==> config.mk <==
export PLATFORM = sky130hd
export DESIGN_NAME = multichannel_trimmed_mean_filter_unit
export DESIGN_NICKNAME = d
export VERILOG_FILES = /design/src/hw/rtl/tmf_pkg.sv /design/src/hw/rtl/multichannel_trimmed_mean_filter_unit.sv /design/src/hw/rtl/tmf_ram.sv /design/src/hw/rtl/tmf_divider.sv
export SDC_FILE = /design/constraint.sdc
export NUM_CORES = 2
export LEC_CHECK = 0
export BUFFER_PORTS_ARGS = -buffer_cell sky130_fd_sc_hd__buf_4
export CAP_MARGIN = 10
export CORE_MARGIN = 5
export CORE_UTILIZATION = 57
export CTS_CLUSTER_SIZE = 40
export DETAILED_ROUTE_END_ITERATION = 10
export PLACE_DENSITY_LB_ADDON = 0.05
export RECOVER_POWER = 100
export SYNTH_ARGS = -nofsm -noshare
export SYNTH_HDL_FRONTEND = slang
export SYNTH_SLANG_ARGS = --single-unit
==> constraint.sdc <==
create_clock -name clk -period 4.7 [get_ports clk]
set_input_delay 0.705 -clock clk [delete_from_list [all_inputs] [get_ports clk]]
set_output_delay 0.705 -clock clk [all_outputs]
set_load 0.02 [all_outputs]
==> src/hw/rtl/tmf_pkg.sv <==
`default_nettype none
// ----------------------------------------------------------------------------
// tmf_pkg: shared constants and types for the trimmed-mean filter
// Window geometry, derived widths and the sequencer state encoding.
// ----------------------------------------------------------------------------
package tmf_pkg;

  localparam int DEPTH    = 6;
  localparam int CHANNELS = 8;
  localparam int BANKS    = 2;
  localparam int PAIRS    = BANKS * CHANNELS;

  localparam int SAMPLE_W = 16;
  localparam int BANK_W   = 1;
  localparam int CHAN_W   = 3;

  localparam int FILL_W   = $clog2(DEPTH + 1);
  localparam int POS_W    = $clog2(DEPTH);
  localparam int PAIR_W   = (PAIRS > 1) ? $clog2(PAIRS) : 1;
  localparam int ADDR_W   = (PAIRS * DEPTH > 1) ? $clog2(PAIRS * DEPTH) : 1;

  // window sum plus one spare bit so the magnitude of any trimmed sum fits
  localparam int SUM_W    = SAMPLE_W + $clog2(DEPTH) + 1;

  localparam int TRIM_DIV = DEPTH - 2;

  // reciprocal for the constant divide, exact for every SUM_W-bit magnitude
  localparam int RECIP_SH = SUM_W + $clog2(TRIM_DIV);
  localparam int RECIP_W  = SUM_W + 1;
  localparam int PROD_W   = SUM_W + RECIP_W;
  localparam logic [RECIP_W-1:0] RECIP_M =
    RECIP_W'(((longint'(1) << RECIP_SH) + longint'(TRIM_DIV) - 1) / longint'(TRIM_DIV));

  typedef enum logic [2:0] {
    ST_IDLE,
    ST_UPDATE,
    ST_READ,
    ST_DRAIN,
    ST_TRIM,
    ST_DIV,
    ST_DONE
  } tmf_state_t;

endpackage
`default_nettype wire

==> src/hw/rtl/multichannel_trimmed_mean_filter_unit.sv <==
`default_nettype none
// ----------------------------------------------------------------------------
// multichannel_trimmed_mean_filter_unit: per-channel olympic mean filter
// Keeps a window of DEPTH samples for each bank/channel pair and returns the
// window mean with the largest and smallest entry removed.
// ----------------------------------------------------------------------------
// Usage:
//   Input channel (in_valid/in_ready, bank, channel, sample): one sample per
//   transfer; in_ready is high only while the sequencer is idle. Output
//   channel (out_valid/out_ready, filtered, warming): one result per input.
//   Warming items (window not yet full, or bank/channel out of range): store
//   when in range, then load, with no reads and no division. Full-window
//   items: store, DEPTH reads through the single RAM read port, drain,
//   three divider stages (the first also trims), capture, load. A new
//   input can be taken in the cycle after the result is loaded, even while
//   that result still waits for out_ready; if the receiver stalls, the next
//   result is held in the sequencer until the output register frees up.
//   Reset (rst, synchronous) empties every window and rewinds write
//   positions; RAM contents are not cleared and need no clearing pass.
// ----------------------------------------------------------------------------
module multichannel_trimmed_mean_filter_unit import tmf_pkg::*; (
  input  wire logic                       clk,
  input  wire logic                       rst,
  input  wire logic                       in_valid,
  output logic                            in_ready,
  input  wire logic [BANK_W-1:0]          bank,
  input  wire logic [CHAN_W-1:0]          channel,
  input  wire logic signed [SAMPLE_W-1:0] sample,
  output logic                            out_valid,
  input  wire logic                       out_ready,
  output logic signed [SAMPLE_W-1:0]      filtered,
  output logic                            warming
);

  tmf_state_t state, state_next;

  logic [BANK_W-1:0]          bank_r;
  logic [CHAN_W-1:0]          channel_r;
  logic signed [SAMPLE_W-1:0] sample_r;

  logic [FILL_W-1:0] fill_count     [PAIRS];
  logic [POS_W-1:0]  write_position [PAIRS];

  logic [POS_W-1:0]           slot;
  logic                       rd_vld;
  logic                       rd_first;
  logic signed [SUM_W-1:0]    sum;
  logic signed [SAMPLE_W-1:0] hi;
  logic signed [SAMPLE_W-1:0] lo;
  logic signed [SAMPLE_W-1:0] result_r;
  logic                       warm_r;

  logic                       in_range;
  logic [PAIR_W-1:0]          pair;
  logic [ADDR_W-1:0]          base;
  logic [FILL_W-1:0]          cur_fill;
  logic [POS_W-1:0]           cur_pos;
  logic                       ram_we;
  logic [ADDR_W-1:0]          waddr;
  logic [ADDR_W-1:0]          raddr;
  logic signed [SAMPLE_W-1:0] rdata;
  logic signed [SUM_W-1:0]    rd_ext;
  logic signed [SUM_W-1:0]    trim_sum;
  logic                       rd_issue;
  logic                       div_start;
  logic                       div_done;
  logic signed [SAMPLE_W-1:0] quotient;
  logic                       out_load;

  always_comb begin
    in_range = (int'(bank_r) < BANKS) && (int'(channel_r) < CHANNELS);
    pair     = in_range ? PAIR_W'(int'(bank_r) * CHANNELS + int'(channel_r)) : '0;
    base     = ADDR_W'(int'(pair) * DEPTH);
    cur_fill = fill_count[pair];
    cur_pos  = write_position[pair];
    ram_we   = (state == ST_UPDATE) && in_range;
    waddr    = base + ADDR_W'(cur_pos);
    raddr    = base + ADDR_W'(slot);
    rd_ext   = {{(SUM_W-SAMPLE_W){rdata[SAMPLE_W-1]}}, rdata};
    trim_sum = sum - {{(SUM_W-SAMPLE_W){hi[SAMPLE_W-1]}}, hi}
                   - {{(SUM_W-SAMPLE_W){lo[SAMPLE_W-1]}}, lo};
    out_load = (state == ST_DONE) && (!out_valid || out_ready);
  end

  tmf_ram u_ram (
    .clk   (clk),
    .we    (ram_we),
    .waddr (waddr),
    .wdata (sample_r),
    .raddr (raddr),
    .rdata (rdata)
  );

  tmf_divider u_div (
    .clk      (clk),
    .rst      (rst),
    .start    (div_start),
    .dividend (trim_sum),
    .done     (div_done),
    .quotient (quotient)
  );

  always_ff @(posedge clk) begin
    if (rst) begin
      state <= ST_IDLE;
    end else begin
      state <= state_next;
    end
  end

  always_comb begin
    state_next = state;
    in_ready   = 1'b0;
    rd_issue   = 1'b0;
    div_start  = 1'b0;
    case (state)
      ST_IDLE: begin
        in_ready = 1'b1;
        if (in_valid) begin
          state_next = ST_UPDATE;
        end
      end
      ST_UPDATE: begin
        if (in_range && (cur_fill == FILL_W'(DEPTH))) begin
          state_next = ST_READ;
        end else begin
          state_next = ST_DONE;
        end
      end
      ST_READ: begin
        rd_issue = 1'b1;
        if (slot == POS_W'(DEPTH - 1)) begin
          state_next = ST_DRAIN;
        end
      end
      ST_DRAIN: begin
        state_next = ST_TRIM;
      end
      ST_TRIM: begin
        div_start  = 1'b1;
        state_next = ST_DIV;
      end
      ST_DIV: begin
        if (div_done) begin
          state_next = ST_DONE;
        end
      end
      ST_DONE: begin
        if (!out_valid || out_ready) begin
          state_next = ST_IDLE;
        end
      end
      default: begin
        state_next = ST_IDLE;
      end
    endcase
  end

  // per-pair window bookkeeping, read tracking and output valid
  always_ff @(posedge clk) begin
    if (rst) begin
      for (int i = 0; i < PAIRS; i++) begin
        fill_count[i]     <= '0;
        write_position[i] <= '0;
      end
      rd_vld    <= 1'b0;
      rd_first  <= 1'b0;
      out_valid <= 1'b0;
    end else begin
      rd_vld   <= rd_issue;
      rd_first <= rd_issue && (slot == '0);
      if (ram_we) begin
        write_position[pair] <= (cur_pos == POS_W'(DEPTH - 1)) ? '0 : cur_pos + 1'b1;
        if (cur_fill != FILL_W'(DEPTH)) begin
          fill_count[pair] <= cur_fill + 1'b1;
        end
      end
      if (out_load) begin
        out_valid <= 1'b1;
      end else if (out_ready) begin
        out_valid <= 1'b0;
      end
    end
  end

  always_ff @(posedge clk) begin
    if (in_valid && in_ready) begin
      bank_r    <= bank;
      channel_r <= channel;
      sample_r  <= sample;
    end
    if (state == ST_UPDATE) begin
      result_r <= sample_r;
      warm_r   <= 1'b1;
      slot     <= '0;
    end
    if (rd_issue) begin
      slot <= slot + 1'b1;
    end
    // read data arrives in the cycle after its address
    if (rd_vld) begin
      if (rd_first) begin
        sum <= rd_ext;
        hi  <= rdata;
        lo  <= rdata;
      end else begin
        sum <= sum + rd_ext;
        if (rdata > hi) begin
          hi <= rdata;
        end
        if (rdata < lo) begin
          lo <= rdata;
        end
      end
    end
    if ((state == ST_DIV) && div_done) begin
      result_r <= quotient;
      warm_r   <= 1'b0;
    end
    if (out_load) begin
      filtered <= result_r;
      warming  <= warm_r;
    end
  end

endmodule
`default_nettype wire

==> src/hw/rtl/tmf_ram.sv <==
`default_nettype none
// ----------------------------------------------------------------------------
// tmf_ram: window sample storage
// One write port and one read port with registered read data.
// ----------------------------------------------------------------------------
module tmf_ram import tmf_pkg::*; (
  input  wire logic                       clk,
  input  wire logic                       we,
  input  wire logic [ADDR_W-1:0]          waddr,
  input  wire logic signed [SAMPLE_W-1:0] wdata,
  input  wire logic [ADDR_W-1:0]          raddr,
  output logic signed [SAMPLE_W-1:0]      rdata
);

  logic signed [SAMPLE_W-1:0] mem [PAIRS*DEPTH];

  always_ff @(posedge clk) begin
    if (we) begin
      mem[waddr] <= wdata;
    end
  end

  always_ff @(posedge clk) begin
    rdata <= mem[raddr];
  end

endmodule
`default_nettype wire

==> src/hw/rtl/tmf_divider.sv <==
`default_nettype none
// ----------------------------------------------------------------------------
// tmf_divider: divide the trimmed sum by DEPTH-2
// Three-stage reciprocal multiplication on the magnitude, truncates toward zero.
// ----------------------------------------------------------------------------
module tmf_divider import tmf_pkg::*; (
  input  wire logic                       clk,
  input  wire logic                       rst,
  input  wire logic                       start,
  input  wire logic signed [SUM_W-1:0]    dividend,
  output logic                            done,
  output logic signed [SAMPLE_W-1:0]      quotient
);

  logic              stage1;
  logic              stage2;
  logic              neg;
  logic [SUM_W-1:0]  mag_r;
  logic [SUM_W-1:0]  q_mag;

  logic [SUM_W-1:0]  mag;
  logic [PROD_W-1:0] prod;
  logic [SUM_W-1:0]  q_signed;

  always_comb begin
    mag      = dividend[SUM_W-1] ? SUM_W'(-dividend) : SUM_W'(dividend);
    prod     = PROD_W'(mag_r) * PROD_W'(RECIP_M);
    q_signed = neg ? SUM_W'(-q_mag) : q_mag;
  end

  always_ff @(posedge clk) begin
    if (rst) begin
      stage1 <= 1'b0;
      stage2 <= 1'b0;
      done   <= 1'b0;
    end else begin
      stage1 <= start;
      stage2 <= stage1;
      done   <= stage2;
    end
  end

  always_ff @(posedge clk) begin
    if (start) begin
      mag_r <= mag;
      neg   <= dividend[SUM_W-1];
    end
    if (stage1) begin
      q_mag <= SUM_W'(prod >> RECIP_SH);
    end
    if (stage2) begin
      quotient <= q_signed[SAMPLE_W-1:0];
    end
  end

endmodule
`default_nettype wire

After elaboration in Yosys (flattened, before gate mapping)
Memory sizes are Yosys's and may differ from the RTL's. A register that Yosys moved wholly into a read port is not among the register bits.
Index checks and enable logic that the tools add are counted.
{"block": "word_totals", "mem_count": 3, "ff_bits": 169, "latch_bits": 0, "romBits": 0, "ramBits": 1632, "inputBits": 24, "wordCells": 110}
{"memory": "u_ram.mem", "depth": 96, "word_bits": 16, "rd": 1, "rd_ports_with_merged_regs": 1, "write_ports": 1, "line": "tmf_ram.sv:15", "text": "logic signed [SAMPLE_W-1:0] mem [PAIRS*DEPTH];"}
{"memory": "fill_count", "depth": 16, "word_bits": 3, "rd": 1, "rd_ports_with_merged_regs": 0, "write_ports": 16, "line": "multichannel_trimmed_mean_filter_unit.sv:41", "text": "logic [FILL_W-1:0] fill_count [PAIRS];"}
{"memory": "write_position", "depth": 16, "word_bits": 3, "rd": 1, "rd_ports_with_merged_regs": 0, "write_ports": 16, "line": "multichannel_trimmed_mean_filter_unit.sv:42", "text": "logic [POS_W-1:0] write_position [PAIRS];"}
{"block": "op_classes", "n_lt_le_gt_ge": 2, "shifts": 0, "div_mod_pow": 0, "addsub": 11, "mul": 1, "n_mux": 39, "bitwise_logic": 0, "eq_ne": 14, "reduce_logical": 18}
{"operator": "16-bit 2-to-1 mux", "count": 7}
{"operator": "20-bit subtractor", "count": 2}
{"operator": "3-bit 2-to-1 mux", "count": 10}
{"operator": "3-bit case mux with 7 select lines", "count": 1}
{"operator": "20-bit by 16-bit adder with 20-bit output", "count": 1}
{"operator": "20-bit 2-to-1 mux", "count": 1}
{"operator": "3-bit equality test, second input constant", "count": 6}
{"operator": "18-bit 2-to-1 mux", "count": 1}
{"operator": "18-bit negator", "count": 1}
{"operator": "1-bit 2-to-1 mux", "count": 17}
{"operator": "16-bit greater-than comparator", "count": 1}
{"operator": "16-bit < comparator", "count": 1}
{"operator": "16-bit negator", "count": 1}
{"operator": "7-bit by 3-bit adder with 7-bit output", "count": 2}
{"operator": "2-bit nonzero test", "count": 5}
{"operator": "3-bit by 1-bit adder with 3-bit output, second input constant", "count": 3}
{"operator": "4-bit 2-to-1 mux", "count": 2}
{"operator": "3-bit by 2-bit equality test with 1-bit output, second input constant", "count": 2}
{"operator": "3-bit zero test", "count": 2}
{"operator": "4-bit by 2-bit multiplier with 6-bit output, second input constant", "count": 1}
{"operator": "3-bit OR reduction", "count": 2}
{"operator": "4-bit by 3-bit adder with 4-bit output", "count": 1}
{"operator": "1-bit logical AND", "count": 4}
{"operator": "2-bit by 1-bit != test with 1-bit output, second input constant", "count": 2}
{"operator": "7 further kinds", "count": 9}

Depth between registers and ports, before layout
An unclocked memory read counts as a cell.
{"block": "logic_depth", "depth_word": 9, "depth_mapped": 15, "ltp_nobuf": 13}

Cells and area by module
From an unflattened synthesis, not the netlist that was laid out.
{"block": "hier_totals", "cells_unflattened": 3753, "hier_area_um2": 73586.8}
{"module": "tmf_ram", "seq_area_each_um2": 46444.5, "cells_each": 2614, "area_each_um2": 59244.3, "instances": 1}
{"module": "multichannel_trimmed_mean_filter_unit", "seq_area_each_um2": 6266.0, "cells_each": 997, "area_each_um2": 12181.7, "instances": 1}
{"module": "tmf_divider", "seq_area_each_um2": 1531.5, "cells_each": 142, "area_each_um2": 2160.8, "instances": 1}

Least setup slack after synthesis
OpenSTA, ideal clock, no wires.
{"block": "synth_path", "path_kind": "flip-flop to flip-flop", "from": "reg channel_r[0]", "to": "mem u_ram.mem[36][0], enable pin", "stages_incl_launch_ff": 13, "required_ns": 4.312, "path_buffers": 4, "synth_period_minus_slack_ns": 4.373, "setup_ns": 0.388, "t_arrival_ns": 3.984, "setup_slack_ns": 0.327, "path_cell_list": "edfxtp_1 -> buf_6 -> buf_6 -> buf_6 -> mux4_2 -> mux4_2 -> ha_1 -> inv_1 -> fa_1 -> nor3_1 -> nand2b_1 -> clkbuf_1 -> nor2_1"}
{"block": "synth_between", "elab_chain_cells": 3}
{"item": "from (decl)", "line": "multichannel_trimmed_mean_filter_unit.sv:38", "text": "logic [CHAN_W-1:0] channel_r;"}
{"item": "from (signal assigned)", "line": "multichannel_trimmed_mean_filter_unit.sv:189", "text": "channel_r <= channel;"}
{"item": "4-bit by 3-bit adder with 4-bit output (*)", "line": "multichannel_trimmed_mean_filter_unit.sv:72", "text": "pair = in_range ? PAIR_W'(int'(bank_r) * CHANNELS + int'(channel_r)) : '0;"}
{"item": "4-bit by 2-bit multiplier with 6-bit output or memory 16 x 3 bit (tied branches)"}
{"item": "7-bit by 3-bit adder with 7-bit output (*)", "line": "multichannel_trimmed_mean_filter_unit.sv:77", "text": "waddr = base + ADDR_W'(cur_pos);"}
{"item": "to (decl)", "line": "tmf_ram.sv:15"}
Mark *: on every way between the ends. The rest lies on a longest branch, timed or not.

Final worst setup path
{"block": "layout_path", "from": "reg channel_r[1]", "to": "mem u_ram.mem[18][14], enable pin"}
The elaborated chain is that of the path after synthesis.

==> qor.yml <==
timing:
  finalCriticalPeriod_ns: 4.52
  final-hold-violation-count: 0
  worst_pin_slew_ns: 3.69
  maxSlewHeadroom: -1.46
  grt_setup_unrepaired: "no"
  fin_crit_sh: 0.962
  fin_worst_skew_ns: 0.0299
  drv_slew: 1325
  setup_tns_ns: 0
  max_clock_freq_mhz: 221
  setup_violations: 0
  holdWs_ns: 0.112
clock_tree:
  cts_buffers: 180
  cts_setup_buffers: 0
  cts_hold_buf: 0
  ctsLongestPathBuffers: 3
  clk_latency_ns: 0.80
  cts_root_buffer: "clkbuf_16"
  cts_num_sinks: 1815
  htree_levels: 4
  cts_tree: "yes"
  clk_pin_slew_ns: 0.06
  cts-resized-gates: 0
route:
  wl_um: 171000
  drt_iter0_drc: 4074
  drtAntennaViolNets: 0
  drc: 0
  vias: 35600
  avgRoutedWirePerCell_um: 30.5
  vias_per_cell: 6.35
  drt-pass1-iter-count: 5
placed_design:
  dpl_cell_area_um2: 77300
  portBuffers: 42
  place.gp.congestion: 0.841
  hpwl_um: 108000
  place_inst: 5264
synthesis:
  netlist_area_um2: 73400
  syn-mean-instance-area_um2: 20.9
  synth-seq-cells: 1815
  synth_fp_nets: 3642
  synth_common_cells: "edfxtp_1 (1789), mux4_2 (510), nor2_1 (255)"
  synth_edf_count: 1789
  synth_most_common_cell: "edfxtp_1"
  synthCells: 3503
  synth_top_area_share: 0.732
  synth_area_leaders: "edfxtp_1 (73%), mux4_2 (16%), ha_1 (1.6%), nor2_1 (1.3%), dfxtp_1 (0.71%)"
  synth_top_area_cell: "edfxtp_1"
  yosysWarnings: 0
  synth-seq-area-share: 0.739
  synth_cell_types: 76
  yosys_most_used_dff: "edfxtp_1"
  synth-async-reset-ratio: 0
power_and_ir_drop:
  ir_drop_mv: 0.477
  p_per_area_nw_per_um2: 530
  internal_power_mw: 31.4
  p_clk_frac: 0.330
  p_comb_frac: 0.234
  p_leak_nw: 26.7
  p_total_mw: 43.7
  seq_power_share: 0.436
  power_switching_mw: 12.3
  swShare: 0.281
final_layout:
  syn2layout_area_growth_pct: 12.4
  fin_nets: 3923
  post_layout_nonfiller_instances: 5599
  drive_gt1_frac: 0.264
  design_area_um2: 82500
global_routing:
  grt_max_degree: 98
  grt_pass1_vias: 36400
  grt_use_total: 0.256
  antenna_found_initial: 7
  grt_pass1_wl_um: 251000
  gr-total-overflow: 0
setup_path:
  rr_worst_depth: 13
  cp_data_arrival_time_ns: 4.95
  crit_path_end_kind: "register"
  crit_path_start_kind: "register"
  critical_path_peak_fanout: 17
  regToRegStartpoint: "channel_r[1]"
  r2r_end: "u_ram.mem[18][14]"
  criticalPathCategory: "reg2reg"
  rrSetupSlack_ns: 0.18
  critPathRequiredTime_ns: 5.12
job:
  maxCapViolCount: 24
worst_hold_path:
  hold_depth: 1
  min_from: "sample[1]"
  min_path_type: "in2reg"
  worst_hold_path.endpoint: "sample_r[1]"
floorplanning:
  die_area_um2: 136000
  ios: 43
  fp.dieW_um: 369
  die_h_um: 369
  core-area_um2: 128000
  rows: 131
  start_util: 0.575
outcome:
  violations: "max-capacitance violations, max-slew violations"
  status: "complete, but fails checks"
==> stage by stage <==
step            util  setup slack, ns
3_5_place_dp   0.605            0.192
6_report       0.646            0.177
3_3_place_gp   0.605            0.259
4_1_cts        0.652            0.186
2_1_floorplan      -            0.327
5_1_grt        0.646           0.0108
==> final cells by class <==
type / instances / area (um2)
sequential: 1815 / 54200
timing repair buffer: 261 / 1800
antenna: 2 / 5.00
tap: 1662 / 2080
fill: 8513 / 45200
clock buffer: 229 / 4780
inverter: 72 / 270
clock inverter: 104 / 1210
multi-input combinational: 1454 / 18100
==> cell families (layout without fill, tap and decap cells) <==
family                     after synthesis  in the layout  synth area share
DFF                                   1815           1815             0.739
and+or+nand+nor                        471            471            0.0290
adders and majority gates              115            115            0.0220
AOI/OAI and AO/OA                      217            217            0.0199
other                                    0              2                 0
xor gates and xnor gates                69             69           0.00834
buffers and inverters                  234            666            0.0142
muxes                                  582            582             0.167
==> state kept, by name (all words and copies together), names as in the netlist, 3 cells and up <==
name            cells
channel_r           3
fill_count         48
filtered           16
hi                 16
lo                 16
result_r           16
sample_r           16
slot                3
state               3
sum                20
u_div.mag_r        16
u_div.q_mag        16
u_div.quotient     16
u_ram.mem        1536
u_ram.rdata        16
write_position     48
==> placed cells by master, fill, tap and decap left out, types with 41 or more instances in the layout <==
| cell type | n |
|---|---|
| edfxtp_1 | 1789 |
| mux4_2 | 510 |
| nor2_1 | 262 |
| clkbuf_16 | 182 |
| clkbuf_1 | 102 |
| ha_1 | 91 |
| nand2_1 | 86 |
| clkbuf_2 | 83 |
| inv_1 | 70 |
| a21oi_1 | 55 |
| buf_4 | 43 |
| xnor2_1 | 41 |
| clkbuf_4 | 41 |
==> how the worst max path moves through the flow <==
| stage | from | end | slack [ns] | depth (start not counted) |
|---|---|---|---|---|
| CTS | channel_r[1] | u_ram.rdata[6] | 0.19 | 9 |
| detailed placement | channel_r[1] | u_ram.rdata[6] | 0.19 | 9 |
| finish | channel_r[1] | u_ram.mem[18][14] | 0.18 | 13 |
| global route | channel_r[1] | u_ram.mem[55][4] | 0.01 | 13 |
| floorplan | channel_r[0] | u_ram.mem[36][0] | 0.33 | 12 |
| global placement | channel_r[1] | u_ram.rdata[6] | 0.26 | 9 |
==> critical path, cell delays in order, from the launching register on <==
cell	delay (ns)
edfxtp_1	0.81
mux4_2	0.41
mux4_2	0.57
ha_1	0.25
inv_1	0.08
fa_1	0.26
nor2_1	0.10
xor2_1	0.16
nor2_1	0.14
clkbuf_1	0.26
nand2_1	0.25
clkbuf_1	0.29
nor2_1	0.14
clkbuf_2	0.42
==> per-layer routing <==
metal,global-route usage,routed length (um),vias up
met3,0.0765,17100,230
met4,0.0739,4590,2
met1,0.372,69300,18800
met2,0.385,79600,1518
li1,-,-,15000
met5,0,10,-
==> power by group through the flow <==
stage | Clock [mW] | Sequential, mW | Combinational (mW)
2_1_floorplan | 0 | 19.3 | 6.56
3_3_place_gp | 0 | 19.3 | 10.2
3_5_place_dp | 0 | 19.3 | 10.3
4_1_cts | 14.7 | 19.0 | 10.4
5_1_grt | 15.4 | 19.1 | 10.9
6_report | 14.4 | 19.0 | 10.2
(Power assumes the default switching activity.)
